### src/hds_pkg.sv
// Shared types, constants and saturation helpers for the heat diffusion stencil.
package hds_pkg;

	localparam int TEMP_W     = 24;
	localparam int SUM_W      = 48;
	localparam int SAT_W      = 48;
	localparam int FRAC_W     = 16;
	localparam int COOL_W     = 10;
	localparam int DIM_CALC_W = 13;
	localparam int WIN_COLS   = 2;

	localparam int CFG_IDX_W  = 3;
	localparam int CFG_DATA_W = 24;

	localparam int MAX_COLS_DEF = 1024;
	localparam int MAX_ROWS_DEF = 1024;

	localparam int COLS_RST       = 1024;
	localparam int ROWS_RST       = 1024;
	localparam int COOL_FIRST_RST = 450;
	localparam int COOL_END_RST   = 573;

	// Q0.16 factors: 0.05, 0.01, 0.10
	localparam int K_CHIP_W = 13;
	localparam int K_COOL_W = 11;
	localparam int K_DIFF_W = 14;
	localparam logic signed [K_CHIP_W-1:0] K_CHIP = 13'sd3277;
	localparam logic signed [K_COOL_W-1:0] K_COOL = 11'sd655;
	localparam logic signed [K_DIFF_W-1:0] K_DIFF = 14'sd6554;

	typedef enum logic [CFG_IDX_W-1:0] {
		REG_EXT_TEMP   = 3'd0,
		REG_COLS       = 3'd1,
		REG_ROWS       = 3'd2,
		REG_COOL_FIRST = 3'd3,
		REG_COOL_END   = 3'd4
	} cfg_reg_t;

	// one column of the 3x3 window
	typedef struct packed {
		logic signed [TEMP_W-1:0] top;
		logic signed [TEMP_W-1:0] mid;
		logic signed [TEMP_W-1:0] bot;
	} col_t;

	// one line buffer word: rows r-2 and r-1 at the same column
	typedef struct packed {
		logic signed [TEMP_W-1:0] upper;
		logic signed [TEMP_W-1:0] middle;
	} lb_word_t;

	function automatic logic signed [TEMP_W-1:0] sat_temp(input logic signed [SAT_W-1:0] x);
		if ((&x[SAT_W-1:TEMP_W-1]) || !(|x[SAT_W-1:TEMP_W-1])) begin
			return x[TEMP_W-1:0];
		end
		return x[SAT_W-1] ? {1'b1, {(TEMP_W-1){1'b0}}} : {1'b0, {(TEMP_W-1){1'b1}}};
	endfunction

	function automatic logic signed [SUM_W-1:0] sat_sum(input logic signed [SUM_W:0] x);
		if (x[SUM_W] == x[SUM_W-1]) begin
			return x[SUM_W-1:0];
		end
		return x[SUM_W] ? {1'b1, {(SUM_W-1){1'b0}}} : {1'b0, {(SUM_W-1){1'b1}}};
	endfunction

endpackage

### src/hds_col_cell.sv
// One window column cell: holds a column triple and hands it down the chain.
module hds_col_cell (
	input  logic                             clk,
	input  logic                             arst_n,
	input  logic                             shift,
	input  hds_pkg::col_t                    d,
	output hds_pkg::col_t                    q,
	output logic signed [hds_pkg::TEMP_W+1:0] sum3
);
	import hds_pkg::*;

	localparam int S3W = TEMP_W + 2;

	col_t col_q;

	always_ff @(posedge clk or negedge arst_n) begin
		if (!arst_n) begin
			col_q <= '0;
		end else if (shift) begin
			col_q <= d;
		end
	end

	assign q    = col_q;
	assign sum3 = S3W'($signed(col_q.top)) + S3W'($signed(col_q.mid))
		+ S3W'($signed(col_q.bot));

endmodule

### config.mk
export PLATFORM = sky130hd
export DESIGN_NAME = hds_col_cell
export DESIGN_NICKNAME = d
export VERILOG_FILES = /design/src/hds_pkg.sv /design/src/hds_col_cell.sv
export SDC_FILE = /design/constraint.sdc
export NUM_CORES = 1
export LEC_CHECK = 0
export BUFFER_PORTS_ARGS = -buffer_cell sky130_fd_sc_hd__buf_2
export CORE_AREA = 2 2 104 96
export DETAILED_ROUTE_END_ITERATION = 10
export DIE_AREA = 0 0 106 98
export HOLD_SLACK_MARGIN = 0.08
export PLACE_DENSITY = 0.8
export SETUP_SLACK_MARGIN = 0.02
export SKIP_LAST_GASP = 1
export SLEW_MARGIN = 20
export SYNTH_ARGS = -nofsm -noshare
export SYNTH_HDL_FRONTEND = slang
export SYNTH_SLANG_ARGS = --single-unit
### constraint.sdc
create_clock -name clk -period 3.3 [get_ports clk]
set_input_delay 0 -clock clk [delete_from_list [all_inputs] [get_ports clk]]
set_output_delay 0 -clock clk [all_outputs]
set_load 0.01 [all_outputs]
==> results.cfg <==
[outcome]
status = finished, final reports clean

[flow_run]
maxCapViolCount = 0

[clocking]
clock_tree.buffer_depth = 2
clock_latency_ps = 350
numCtsBuffers = 9
root_buffer = clkbuf_8
cts_tree = yes
cts_num_sinks = 72
h-tree-depth = 3
path_clk_slew_ps = 70

[sta]
setup_violations = 0
worst_pin_slew_ps = 909
fin_hold_ws_ps = 211
setup_tns_ps = 0
relSlewSlack = 0.394
skew_ps = 0
drv_slew = 0
clock.fmax_ghz = 0.307
timing.final.crit_period_ps = 3260
fin_crit_sh = 0.988
hold_viol = 0
rsz0062_at_grt = true

[place]
place_congestion = 0.864
post-dp-hpwl_um = 8190
dpl-instance-area_mm2 = 0.00550
io_buffers = 172

[layout]
fillCellCount = 655
largest_reg_flops = 72
area_delta_synth_final_pct = 42.4
diodes = 0
final-seq-area_mm2 = 0.00180
nNetsFinal = 748
layout-drive-gt1-share = 0.448
final_design_area_no_fill_mm2 = 0.00648
multi_input_area_mm2 = 0.00265

[logic_synthesis]
synth_area_leaders = dfrtp_1 (40%), mux2_2 (17%), fa_1 (11%)
yosysMostFrequentCell = dfrtp_1
syn_nets = 496
yosys.area.top_type = dfrtp_1
yosys-top-cells-count = dfrtp_1 (72), mux2_2 (69), fa_1 (25), a21oi_1 (24), ha_1 (24)
synthDominantCellAreaShare = 0.396
synth_edf_count = 0
synthFlopType = dfrtp_1
synth.distinct_cells = 49
netlist_area_mm2 = 0.00455
yosysWarningCount = 0
syn_inst = 372
ys_async_sr_fraction = 1.00
synth_seq_area_share = 0.396
synth_seq_cells = 72
synth_area_per_cell_um2 = 12.2

[setup_path]
cp.required_ps = 3300
rrSetupSlack_ps = 2380
end_kind = primary output
worstPathArrival_ps = 3260
startpoint_type = flop
timing.rr.start = q[25]
path_max_fanout = 3
path_class = reg -> out
rr_worst_depth = 2
timing.rr.end = q[25]

[route]
post_drt_wl_per_cell_um = 16.6
ant_nets = 0
top_layer_used = met4
dr_wl_met2_um = 6300
wl_um = 12500
drt-met1-wl_um = 5050
vias = 3965
drt-initial-drc-count = 221
drt-pass1-iter-count = 4
via_per_inst = 5.27
met3_length_um = 786
drc_errors = 0

[power_and_ir_drop]
power_density_mw_per_mm2 = 616
ir_drop_v = 0.000294
p_leak_nw = 3.09

[worst_hold_path]
hold-path-endpoint = q[24]
hold-path-cell-count = 3
hold_path.class = in -> reg
hp-start = shift

[die]
initial_utilization = 0.484
io_pins = 173
fp.dieW_um = 106
die_h_um = 98
rows = 34
die_area_mm2 = 0.0104
core-area_mm2 = 0.00940

[global_routing]
antenna_found_initial = 0
gr-total-overflow = 0
grt_max_degree = 73
grt_usage = 0.246
grt_pass1_wl_um = 20100
grt_pass1_vias = 4115
==> report_power, final <==
group	total (mW)	leakage, nW	switching [mW]	internal (mW)
logic	2.35	2.17	1.28	1.07
registers	1.06	0.843	0.0924	0.971
clock network	0.587	0.0794	0.302	0.285
total	4.00	3.09	1.67	2.32
==> per-layer routing <==
metal / GRT usage / vias to the layer above
met1: 0.291 / 1917
met4: 0.0931 / 0
met3: 0.0607 / 33
met2: 0.434 / 162
met5: 0 / -
li1: - / 1853
==> cells by family after synthesis <==
| group | after synthesis | synth area share |
|---|---|---|
| AOI/OAI and AO/OA | 84 | 0.134 |
| and+or+nand+nor | 54 | 0.0583 |
| muxes | 69 | 0.171 |
| xor gates and xnor gates | 21 | 0.0404 |
| buffers and inverters | 23 | 0.0245 |
| DFF | 72 | 0.396 |
| adders and majority gates | 49 | 0.176 |
==> how the worst max path moves through the flow <==
stage | end | startpoint | slack [ps]
finish | sum3[25] | q[49] | 40
global route | sum3[25] | q[49] | -40
CTS | sum3[25] | q[1] | 30
detailed placement | sum3[25] | q[1] | 320
global placement | sum3[25] | q[1] | 370
floorplan | sum3[25] | q[1] | 550
==> area by class of cell <==
class,instances,area share
inverters,7,0.00405
multi-input cells,277,0.409
well taps,126,0.0243
clock buffers,13,0.0230
flip-flops and latches,72,0.278
repair buffers,257,0.261
clock inverters,1,0.000772
==> layout by cell type, fill, tap and decap left out, types with 2 or more instances in the layout <==
cell type and instances:
xor2_1 7, a21o_1 13, dlygate4sd3_1 73, nand3_1 4
o21ai_0 11, nand4_1 3, o21ai_2 3, and3_1 7
a211oi_2 2, o211ai_1 2, clkbuf_8 10, and2_1 6
inv_1 7, o31ai_1 2, a21boi_1 2, o21a_1 5
mux2_2 69, ha_1 23, a31oi_1 2, nor2_1 10
clkbuf_1 3, xnor2_1 14, dfrtp_1 72, fa_1 24
buf_4 15, buf_2 169, a21oi_1 24, nand2_1 19
o31a_1 2
==> critical path, stage by stage (launching register included) <==
cell and delay [ps]:
dfrtp_1 410, fa_1 550, ha_4 200, fa_2 350, a21o_1 190, a41o_1 250
o21ai_2 190, a211oi_2 120, o31a_1 280, o32ai_2 190, buf_2 170
==> stage by stage <==
| stage | total power, mW | util | worst slack, ps | std cells |
|---|---|---|---|---|
| floorplan | 2.56 | - | 546 | 372 |
| global placement | 3.24 | 0.585 | 373 | 656 |
| detailed placement | 3.28 | 0.585 | 320 | 656 |
| CTS | 3.95 | 0.682 | 30.8 | 745 |
| global route | 4.29 | 0.690 | -36.4 | 753 |
| finish | 4.00 | 0.690 | 41.0 | 753 |
==> timing repair <==
item                                    in CTS  in global routing
hold endpoints to repair                   144                  0
gates resized for setup                      2                  2
endpoints found under the setup margin       2                  2
pin swaps                                    2                  4
buffers inserted                             2                  8
hold buffers                                73                  0
Power figures use the tool's default switching activity.
